File: src/hdl/audio_peak_level_meter_macros.svh
// Assertion macros for the audio peak level meter.
// Used by the top level; expects clk and rst_n in scope at the point of use.
`ifndef AUDIO_PEAK_LEVEL_METER_MACROS_SVH
`define AUDIO_PEAK_LEVEL_METER_MACROS_SVH

// Same-cycle implication, checked while out of reset.
`define APM_ASSERT_NOW(label, ante, cons, msg) \
  label: assert property (@(posedge clk) disable iff (!rst_n) (ante) |-> (cons)) \
    else $error(msg);

// Next-cycle implication, checked while out of reset.
`define APM_ASSERT_NEXT(label, ante, cons, msg) \
  label: assert property (@(posedge clk) disable iff (!rst_n) (ante) |=> (cons)) \
    else $error(msg);

`endif

File: src/hdl/apm_pkg.sv
// Package for the audio peak level meter: widths, reset values, register
// indexes, LED duty codes and the result word type. No dependencies.
`timescale 1ns / 1ps

package apm_pkg;

  localparam int SampleW = 16;
  localparam int PeakW   = 15;
  localparam int ScaleW  = 13;
  localparam int StepW   = 10;
  localparam int LevelW  = 3;
  localparam int DutyW   = 2;
  localparam int CfgIdxW = 2;
  localparam int CfgDataW = 16;

  localparam logic [ScaleW-1:0]  ScaleMax       = 13'd8191;
  localparam logic [ScaleW-1:0]  BaseScaleRst   = 13'd100;
  localparam logic [StepW-1:0]   ScaleStepRst   = 10'd100;
  localparam logic [ScaleW-1:0]  StartScaleRst  = 13'd700;
  localparam logic [SampleW-1:0] IgnoreValueRst = 16'd18161;

  localparam logic [LevelW-1:0] LevelTop = 3'd7;

  typedef enum logic [CfgIdxW-1:0] {
    CFG_BASE_SCALE   = 2'd0,
    CFG_SCALE_STEP   = 2'd1,
    CFG_START_SCALE  = 2'd2,
    CFG_IGNORE_VALUE = 2'd3
  } cfg_idx_t;

  typedef enum logic [DutyW-1:0] {
    DUTY_OFF  = 2'd0,
    DUTY_HALF = 2'd1,
    DUTY_FULL = 2'd2
  } duty_t;

  typedef struct packed {
    duty_t red;
    duty_t green;
    duty_t blue;
  } led_t;

  typedef struct packed {
    logic [PeakW-1:0]  peak;
    logic [LevelW-1:0] level;
    led_t              led;
    logic              all_off;
    logic [ScaleW-1:0] scale_used;
  } result_t;

  // LED color pattern for each level band.
  function automatic led_t led_for_level(input logic [LevelW-1:0] lvl);
    led_t l;
    case (lvl)
      3'd1:    l = '{red: DUTY_FULL, green: DUTY_OFF,  blue: DUTY_OFF};
      3'd2:    l = '{red: DUTY_FULL, green: DUTY_HALF, blue: DUTY_OFF};
      3'd3:    l = '{red: DUTY_OFF,  green: DUTY_HALF, blue: DUTY_OFF};
      3'd4:    l = '{red: DUTY_OFF,  green: DUTY_HALF, blue: DUTY_HALF};
      3'd5:    l = '{red: DUTY_OFF,  green: DUTY_OFF,  blue: DUTY_HALF};
      3'd6:    l = '{red: DUTY_FULL, green: DUTY_OFF,  blue: DUTY_HALF};
      3'd7:    l = '{red: DUTY_FULL, green: DUTY_HALF, blue: DUTY_HALF};
      default: l = '{red: DUTY_OFF,  green: DUTY_OFF,  blue: DUTY_OFF};
    endcase
    return l;
  endfunction

endpackage

File: src/hdl/audio_peak_level_meter.sv
// Top level of the audio peak level meter: peak tracking, level classification,
// auto-ranging scale and a two-word output buffer. Depends on apm_pkg and the macros header.
`timescale 1ns / 1ps
`include "audio_peak_level_meter_macros.svh"

// Usage notes.
// The input channel carries one word per audio sample: in_sample (signed 16 bit) and
// in_window_end, which marks the last sample of a peak window. A word is taken at a
// rising edge where in_valid is high and in_stall is low.
// Every accepted sample is folded into the running peak in the same cycle. A word with
// in_window_end set also produces one result word, registered at that edge in the main
// register (skid register if the main word is held). Words without window end give no result.
// Throughput is one sample per cycle unless in_stall is high; classification is combinational.
// The result side holds a main output register and one skid register. While a result
// waits under out_stall, the block keeps taking samples; in_stall rises only once the
// skid register is also occupied, and drops as soon as the receiver drains a word.
// The cfg_ port writes one register per cycle with cfg_we; writes are expected only
// while the block is idle. A start_scale write loads the live scale at once.
// Reset (rst_n low at a clock edge) clears the running peak, loads the scale with 700,
// restores the configuration registers to their defaults and empties the output buffer.
module audio_peak_level_meter (
  input  logic                          clk,
  input  logic                          rst_n,
  // Sample input channel.
  input  logic                          in_valid,
  output logic                          in_stall,
  input  logic signed [apm_pkg::SampleW-1:0] in_sample,
  input  logic                          in_window_end,
  // Result channel.
  output logic                          out_valid,
  input  logic                          out_stall,
  output logic [apm_pkg::PeakW-1:0]     out_peak,
  output logic [apm_pkg::LevelW-1:0]    out_level,
  output logic [apm_pkg::DutyW-1:0]     out_red_duty,
  output logic [apm_pkg::DutyW-1:0]     out_green_duty,
  output logic [apm_pkg::DutyW-1:0]     out_blue_duty,
  output logic                          out_all_off,
  output logic [apm_pkg::ScaleW-1:0]    out_scale_used,
  // Configuration write port.
  input  logic                          cfg_we,
  input  logic [apm_pkg::CfgIdxW-1:0]   cfg_index,
  input  logic [apm_pkg::CfgDataW-1:0]  cfg_wdata
);

  import apm_pkg::*;

  // Configuration registers. start_scale has no register of its own: it only
  // matters as the value loaded into the live scale.
  logic [ScaleW-1:0]  base_scale_r;
  logic [StepW-1:0]   scale_step_r;
  logic [SampleW-1:0] ignore_value_r;

  // Block state. The running peak never goes negative, so 15 bits hold it.
  logic [PeakW-1:0]  running_peak_r, running_peak_nxt;
  logic [ScaleW-1:0] current_scale_r, current_scale_nxt;

  // Output buffer: main register drives the ports, skid register catches one more word.
  result_t main_r, skid_r;
  logic    main_valid_r, skid_valid_r;

  logic    in_acc;
  logic    produce;
  logic    out_fire;
  result_t res;

  logic [PeakW-1:0]  peak_fold;
  logic [LevelW-1:0] level;
  logic [ScaleW:0]   scale_up;
  logic [ScaleW:0]   scale_floor;
  logic              go_up, go_down;

  assign in_stall = skid_valid_r;
  assign in_acc   = in_valid && !in_stall;
  assign produce  = in_acc && in_window_end;
  assign out_fire = main_valid_r && !out_stall;

  // Fold the sample into the peak. A negative sample never wins against a peak of
  // zero or more, and the ignore value is never taken.
  always_comb begin
    peak_fold = running_peak_r;
    if (!in_sample[SampleW-1] && (in_sample[PeakW-1:0] > running_peak_r) &&
        (in_sample != ignore_value_r)) begin
      peak_fold = in_sample[PeakW-1:0];
    end
  end

  // Level band: the highest k in 1..7 with k * scale <= peak. The multiples are
  // constant multiplies (shift and add), compared in parallel.
  always_comb begin
    level = '0;
    for (int k = 1; k <= 7; k++) begin
      if ({1'b0, peak_fold} >= (16'(k) * {3'b000, current_scale_r})) begin
        level = 3'(k);
      end
    end
  end

  // Auto-ranging. A zero scale counts as "peak at or above eight scales".
  assign go_up       = {1'b0, peak_fold} >= {current_scale_r, 3'b000};
  assign go_down     = ({1'b0, peak_fold} < {3'b000, current_scale_r}) &&
                       ({1'b0, current_scale_r} >= scale_floor);
  assign scale_up    = {1'b0, current_scale_r} + {{(ScaleW + 1 - StepW){1'b0}}, scale_step_r};
  assign scale_floor = {{(ScaleW + 1 - StepW){1'b0}}, scale_step_r} + {1'b0, base_scale_r};

  always_comb begin
    current_scale_nxt = current_scale_r;
    running_peak_nxt  = running_peak_r;
    if (in_acc) begin
      running_peak_nxt = in_window_end ? '0 : peak_fold;
      if (in_window_end) begin
        if (go_up) begin
          current_scale_nxt = (scale_up > {1'b0, ScaleMax}) ? ScaleMax
                                                            : scale_up[ScaleW-1:0];
        end else if (go_down) begin
          current_scale_nxt = current_scale_r - {{(ScaleW - StepW){1'b0}}, scale_step_r};
        end
      end
    end
    // A start_scale write takes effect at once.
    if (cfg_we && (cfg_idx_t'(cfg_index) == CFG_START_SCALE)) begin
      current_scale_nxt = cfg_wdata[ScaleW-1:0];
    end
  end

  always_comb begin
    res.peak       = peak_fold;
    res.level      = level;
    res.led        = led_for_level(level);
    res.all_off    = (level == '0);
    res.scale_used = current_scale_r;
  end

  // Configuration registers.
  always_ff @(posedge clk) begin
    if (!rst_n) begin
      base_scale_r   <= BaseScaleRst;
      scale_step_r   <= ScaleStepRst;
      ignore_value_r <= IgnoreValueRst;
    end else if (cfg_we) begin
      unique case (cfg_idx_t'(cfg_index))
        CFG_BASE_SCALE:   base_scale_r   <= cfg_wdata[ScaleW-1:0];
        CFG_SCALE_STEP:   scale_step_r   <= cfg_wdata[StepW-1:0];
        CFG_IGNORE_VALUE: ignore_value_r <= cfg_wdata[SampleW-1:0];
        default: ;
      endcase
    end
  end

  // Peak and scale state.
  always_ff @(posedge clk) begin
    if (!rst_n) begin
      running_peak_r  <= '0;
      current_scale_r <= StartScaleRst;
    end else begin
      running_peak_r  <= running_peak_nxt;
      current_scale_r <= current_scale_nxt;
    end
  end

  // Output buffer control. When the main register is free (empty or draining) it
  // takes the skid word first, else a fresh result. When it is held, a fresh result
  // parks in the skid register; in_stall then blocks further input.
  always_ff @(posedge clk) begin
    if (!rst_n) begin
      main_valid_r <= 1'b0;
      skid_valid_r <= 1'b0;
    end else if (!main_valid_r || out_fire) begin
      if (skid_valid_r) begin
        main_valid_r <= 1'b1;
        skid_valid_r <= 1'b0;
      end else begin
        main_valid_r <= produce;
      end
    end else if (produce) begin
      skid_valid_r <= 1'b1;
    end
  end

  always_ff @(posedge clk) begin
    if (!main_valid_r || out_fire) begin
      main_r <= skid_valid_r ? skid_r : res;
    end
    if (main_valid_r && !out_fire && produce) begin
      skid_r <= res;
    end
  end

  assign out_valid      = main_valid_r;
  assign out_peak       = main_r.peak;
  assign out_level      = main_r.level;
  assign out_red_duty   = main_r.led.red;
  assign out_green_duty = main_r.led.green;
  assign out_blue_duty  = main_r.led.blue;
  assign out_all_off    = main_r.all_off;
  assign out_scale_used = main_r.scale_used;

  // The skid register is only ever filled behind a held main word.
  `APM_ASSERT_NOW(a_skid_behind_main, skid_valid_r, main_valid_r, "skid full with main empty")
  // The all-off flag tracks the zero level band.
  `APM_ASSERT_NOW(a_all_off_level, main_valid_r, main_r.all_off == (main_r.level == '0),
                  "all_off disagrees with level")
  // Inside a window the running peak can only grow.
  `APM_ASSERT_NEXT(a_peak_monotonic, in_acc && !in_window_end,
                   running_peak_r >= $past(running_peak_r), "running peak fell inside window")

endmodule
File: config.mk
export PLATFORM = sky130hd
export DESIGN_NAME = audio_peak_level_meter
export DESIGN_NICKNAME = d
export VERILOG_FILES = /design/src/hdl/apm_pkg.sv /design/src/hdl/audio_peak_level_meter.sv
export VERILOG_INCLUDE_DIRS = /design/src /design/src/hdl
export SDC_FILE = /design/constraint.sdc
export NUM_CORES = 1
export LEC_CHECK = 0
export BUFFER_PORTS_ARGS = -buffer_cell sky130_fd_sc_hd__buf_2
export CORE_ASPECT_RATIO = 0.75
export CORE_MARGIN = 2
export CORE_UTILIZATION = 34
export DETAILED_ROUTE_END_ITERATION = 8
export GPL_TIMING_DRIVEN = 0
export PLACE_DENSITY_LB_ADDON = 0.2
export SYNTH_ARGS = -nofsm -noshare
export SYNTH_HDL_FRONTEND = slang
export SYNTH_SLANG_ARGS = --single-unit
File: constraint.sdc
create_clock -name clk -period 8.3 [get_ports clk]
set_clock_uncertainty 0.1 [all_clocks]
set_input_delay 0.415 -clock clk [delete_from_list [all_inputs] [get_ports clk]]
set_output_delay 0.415 -clock clk [all_outputs]
set_load 0.01 [all_outputs]
==> PnR_summary.wiki <==
{| class="wikitable"
! Metric !! Value
|-
| Buffers inserted during post-CTS setup optimization || 0
|-
| Fill cells || 3484
|-
| Die boundary height || about 170 um
|-
| Number of failing hold endpoints at the final stage || 0
|-
| Final slew viol count || 0
|-
| Root buffer cell || clkbuf_16
|-
| DP Wirelength || about 30 mm
|-
| Worst-skew pair later-pin latency || about 430 ps
|-
| Number of standard-cell rows in the floorplan || a little under 60
|-
| Core region area || 34800 um^2
|-
| Number of maximum-capacitance violations || 0
|-
| Total Nets Final || between 1500 and 2000
|-
| Die width || between 200 and 250 um
|-
| Final weighted congestion in routability-driven placement || roughly 0.87
|-
| Effective utilization at floorplan || 0.346
|-
| Combinational family with the most area after synthesis || adder cells
|-
| Status || completed
|-
| Sum of routed wire length over all layers || about 39 mm
|-
| DRC violation total after the first TritonRoute iteration || about 940
|-
| Actual slew at the worst max-slew pin || between 1000 and 1500 ps
|-
| Quantity of hold-fixing buffers added after cts || 0
|-
| Critical path start-end classification || reg -> reg
|-
| Power density cells || between 200 and 250 nW/um^2
|-
| Clk pin slew, worst setup/hold paths || around 70 ps
|-
| Share of the yosys chip area belonging to registers || 0.290
|-
| Yosys warns || 0
|-
| Post-synth top area share || 0.215
|-
| Count of buffers inserted at the top-level ports || between 70 and 80
|-
| DR vias || around 11000
|-
| Inserted Clock Buffers || 17
|-
| H-tree level count || 4
|-
| Post-DR wirelength/cell || approximately 21 um
|-
| Antenna violations before repair || 0
|-
| Post-synthesis simple-gate area fraction || 0.159
|-
| Number of standard cells in the final layout excluding fillers || roughly 1900
|-
| Layout area overhead || 14.0%
|-
| Final global-route overflow total || 0
|-
| TritonCTS clock tree || done
|-
| Worst Slack Setup Final || about 1800 ps
|-
| Highest achievable clock rate || 0.153 GHz
|-
| Ratio of cells with drive above 1 in the final layout || 0.117
|-
| Via-to-Cell Ratio || roughly 5.5
|-
| Post-CTS resize count || 0
|-
| Ant. Diodes || 0
|-
| Hold crit path type || in -> reg
|-
| Top area cells in the synthesized netlist || ha_1 22%, edfxtp_1 17%, dfxtp_1 11%, a21oi_1 4.7%, nand2_1 4.4%
|-
| Complex-gate fraction of the synthesized area || 0.197
|-
| CP Capture Type || flip-flop
|-
| Top Ports || 80
|-
| Kind of start point of the critical path || flip-flop
|-
| Cell accounting for the most synthesized area || ha_1
|-
| Placed Instances || approximately 1900
|-
| Total track usage || 0.214
|-
| Wire length of the first global-routing pass || roughly 60 mm
|-
| Total negative setup slack || 0 ps
|-
| Worst slew margin || 0.158
|-
| Cell area after technology mapping || between 10000 and 15000 um^2
|-
| Min Tclk post-route || between 6000 and 7000 ps
|-
| Data required time of the worst path || ~8400 ps
|-
| Post-synthesis async set-or-reset flop share || 0
|-
| Number of enable-type register cells in the synthesized netlist || 70
|-
| Fraction of the cycle the final worst path needs || 0.787
|-
| Setup-failing EPs final || 0
|-
| Arrival time at the worst endpoint || between 6000 and 7000 ps
|-
| Clock Path Buffers || 2
|-
| Maximum fanout count along the critical path || 14
|-
| TritonCTS sink count || approximately 140
|-
| Area of the die || 36900 um^2
|-
| DR pass1 iterations || 7
|-
| Main flop type after synthesis || edfxtp_1
|-
| Leakage power || 5.93 nW
|-
| Largest net degree at the start of global routing || 37
|-
| Mux cell area share after synthesis || 0.0283
|-
| Synthesized area per cell || ~9.0 um^2
|-
| RSZ-0062 raised after global routing || false
|-
| Worst vdd ir || 0.136 mV
|-
| Synth Instances || ~1300
|-
| Post-route DRC || 0
|-
| Post-route antenna net violation count || 0
|-
| Post-Synth Adder-Cell Area || 0.245
|-
| Dpl ws || ~1800 ps
|-
| Yosys reg bits || approximately 140
|-
| Number of distinct library cell variants in the gate-level netlist after synthesis || 75
|-
| Xor-xnor portion of the synthesized cell area || 0.0430
|-
| Vias in the first global route || ~10000
|}
==> cell usage after synthesis, types with 4 or more instances <==
cell type and count:
a221oi_1 8, xor2_1 23, o211ai_1 9, nor2b_1 17, and2_1 4, o21a_1 12
fa_1 18, nor2_1 90, o21bai_1 10, a22oi_1 12, nand2b_1 18, or2_2 7
xnor2_1 36, clkbuf_1 24, or3_1 10, nand2_1 141, nand4_1 19, buf_4 4
ha_1 207, o221ai_1 5, o21ai_0 97, inv_1 79, and4_1 5, a21oi_1 112
a211oi_1 14, mux2i_1 10, nand3_1 40, o31ai_1 4, dfxtp_1 69, and3_1 5
nor4_1 4, mux2_2 20, nor3_1 26, a21o_1 38, a31oi_1 8, o41ai_1 4
a221o_1 4, edfxtp_1 70
==> worst paths after layout <==
check | start | endpoint | slack, ps | cells past startpoint
max reg2reg | current_scale_r[2] | out_all_off | 1770 | 19
min reg2reg | base_scale_r[0] | base_scale_r[0] | 370 | 2
max | current_scale_r[2] | out_all_off | 1770 | 19
min | cfg_wdata[14] | ignore_value_r[14] | 110 | 3
==> where the power goes <==
part / switching, W / total [W] / leakage (nW) / internal (W)
Clock: 0.000350 / 0.000837 / 0.307 / 0.000486
Combinational: 0.000989 / 0.00169 / 4.37 / 0.000701
Sequential: 0.0000990 / 0.000902 / 1.26 / 0.000803
Total: 0.00144 / 0.00343 / 5.93 / 0.00199
==> cell families (layout without fill, tap and decap cells) <==
logic type	count (synthesis)	count (layout)
other	1	3
muxes	31	31
buffers and inverters	113	225
AOI/OAI and AO/OA	370	370
adders and majority gates	225	225
and+or+nand+nor	401	401
xor gates and xnor gates	59	59
DFF	139	139
==> layer usage <==
metal / track usage / vias up / wire length, um
met1: 0.319 / 5036 / 19800
li1: - / 5142 / -
met2: 0.314 / 351 / 16300
met4: 0.0449 / 0 / 557
met3: 0.0434 / 28 / 2760
met5: 0 / - / 0
==> worst max-delay path: stages, from the launching register on <==
cell and delay (ps):
dfxtp_1 1050, fa_1 560, ha_1 230, fa_1 410
a21o_1 170, a21oi_1 220, o21bai_1 100, a21oi_1 240
nor2b_1 80, o21a_1 200, o31a_1 270, nor2_1 120
xor2_1 80, ha_1 290, nand4_1 150, a211oi_1 290
a21oi_1 140, a211oi_1 1030, nor4_4 200, a32o_1 360
==> sequential cells by signal, summed over array words and instances, names as in the netlist <==
signal and cells:
skid_r 35, ignore_value_r 16, out_peak 15, running_peak_r 15, base_scale_r 13, current_scale_r 13
out_scale_used 13, scale_step_r 10, out_level 3, in_stall 1, out_all_off 1, out_blue_duty 1
out_green_duty 1, out_red_duty 1, out_valid 1
==> cell type report <==
cell class                      count  area (um^2)  share of cell area
Buffer                             33          149              0.0109
Clock buffer                       17          425              0.0310
Clock inverter                     15          200              0.0146
Inverter                           80          300              0.0219
Multi-Input combinational cell   1089         8150               0.594
Sequential cell                   139         3480               0.254
Tap cell                          457          572              0.0417
Timing Repair Buffer               80          435              0.0317
==> stage by stage <==
| stage | power (W) | instance area [um^2] | utilization | hold WS [ps] |
|---|---|---|---|---|
| floorplan | 0.00211 | 12000 | - | 341 |
| global placement | 0.00254 | 13000 | 0.374 | 351 |
| detailed placement | 0.00258 | 13100 | 0.376 | 352 |
| CTS | 0.00343 | 13700 | 0.394 | 91.5 |
| global route | 0.00370 | 13700 | 0.394 | 114 |
| finish | 0.00343 | 13700 | 0.394 | 105 |
==> cells in the final DEF (no fill, tap or decap), types with 5 or more instances in the layout <==
| cell type | Yosys | final |
|---|---|---|
| a211oi_1 | 14 | 14 |
| a21o_1 | 38 | 38 |
| a21oi_1 | 112 | 112 |
| a221oi_1 | 8 | 8 |
| a22oi_1 | 12 | 12 |
| a31oi_1 | 8 | 8 |
| and3_1 | 5 | 5 |
| and4_1 | 5 | 5 |
| buf_2 | 2 | 78 |
| buf_4 | 4 | 6 |
| clkbuf_1 | 24 | 24 |
| clkbuf_16 | 0 | 17 |
| dfxtp_1 | 69 | 69 |
| edfxtp_1 | 70 | 70 |
| fa_1 | 18 | 18 |
| ha_1 | 207 | 207 |
| inv_1 | 79 | 79 |
| inv_6 | 0 | 5 |
| mux2_2 | 20 | 20 |
| mux2i_1 | 10 | 10 |
| nand2_1 | 141 | 140 |
| nand2b_1 | 18 | 18 |
| nand3_1 | 40 | 40 |
| nand4_1 | 19 | 19 |
| nor2_1 | 90 | 89 |
| nor2b_1 | 17 | 17 |
| nor3_1 | 26 | 26 |
| o211ai_1 | 9 | 9 |
| o21a_1 | 12 | 12 |
| o21ai_0 | 97 | 86 |
| o21ai_2 | 0 | 9 |
| o21bai_1 | 10 | 10 |
| o221ai_1 | 5 | 5 |
| or2_2 | 7 | 7 |
| or3_1 | 10 | 10 |
| xnor2_1 | 36 | 36 |
| xor2_1 | 23 | 23 |
No activity file was read; power rests on OpenSTA's default activity.
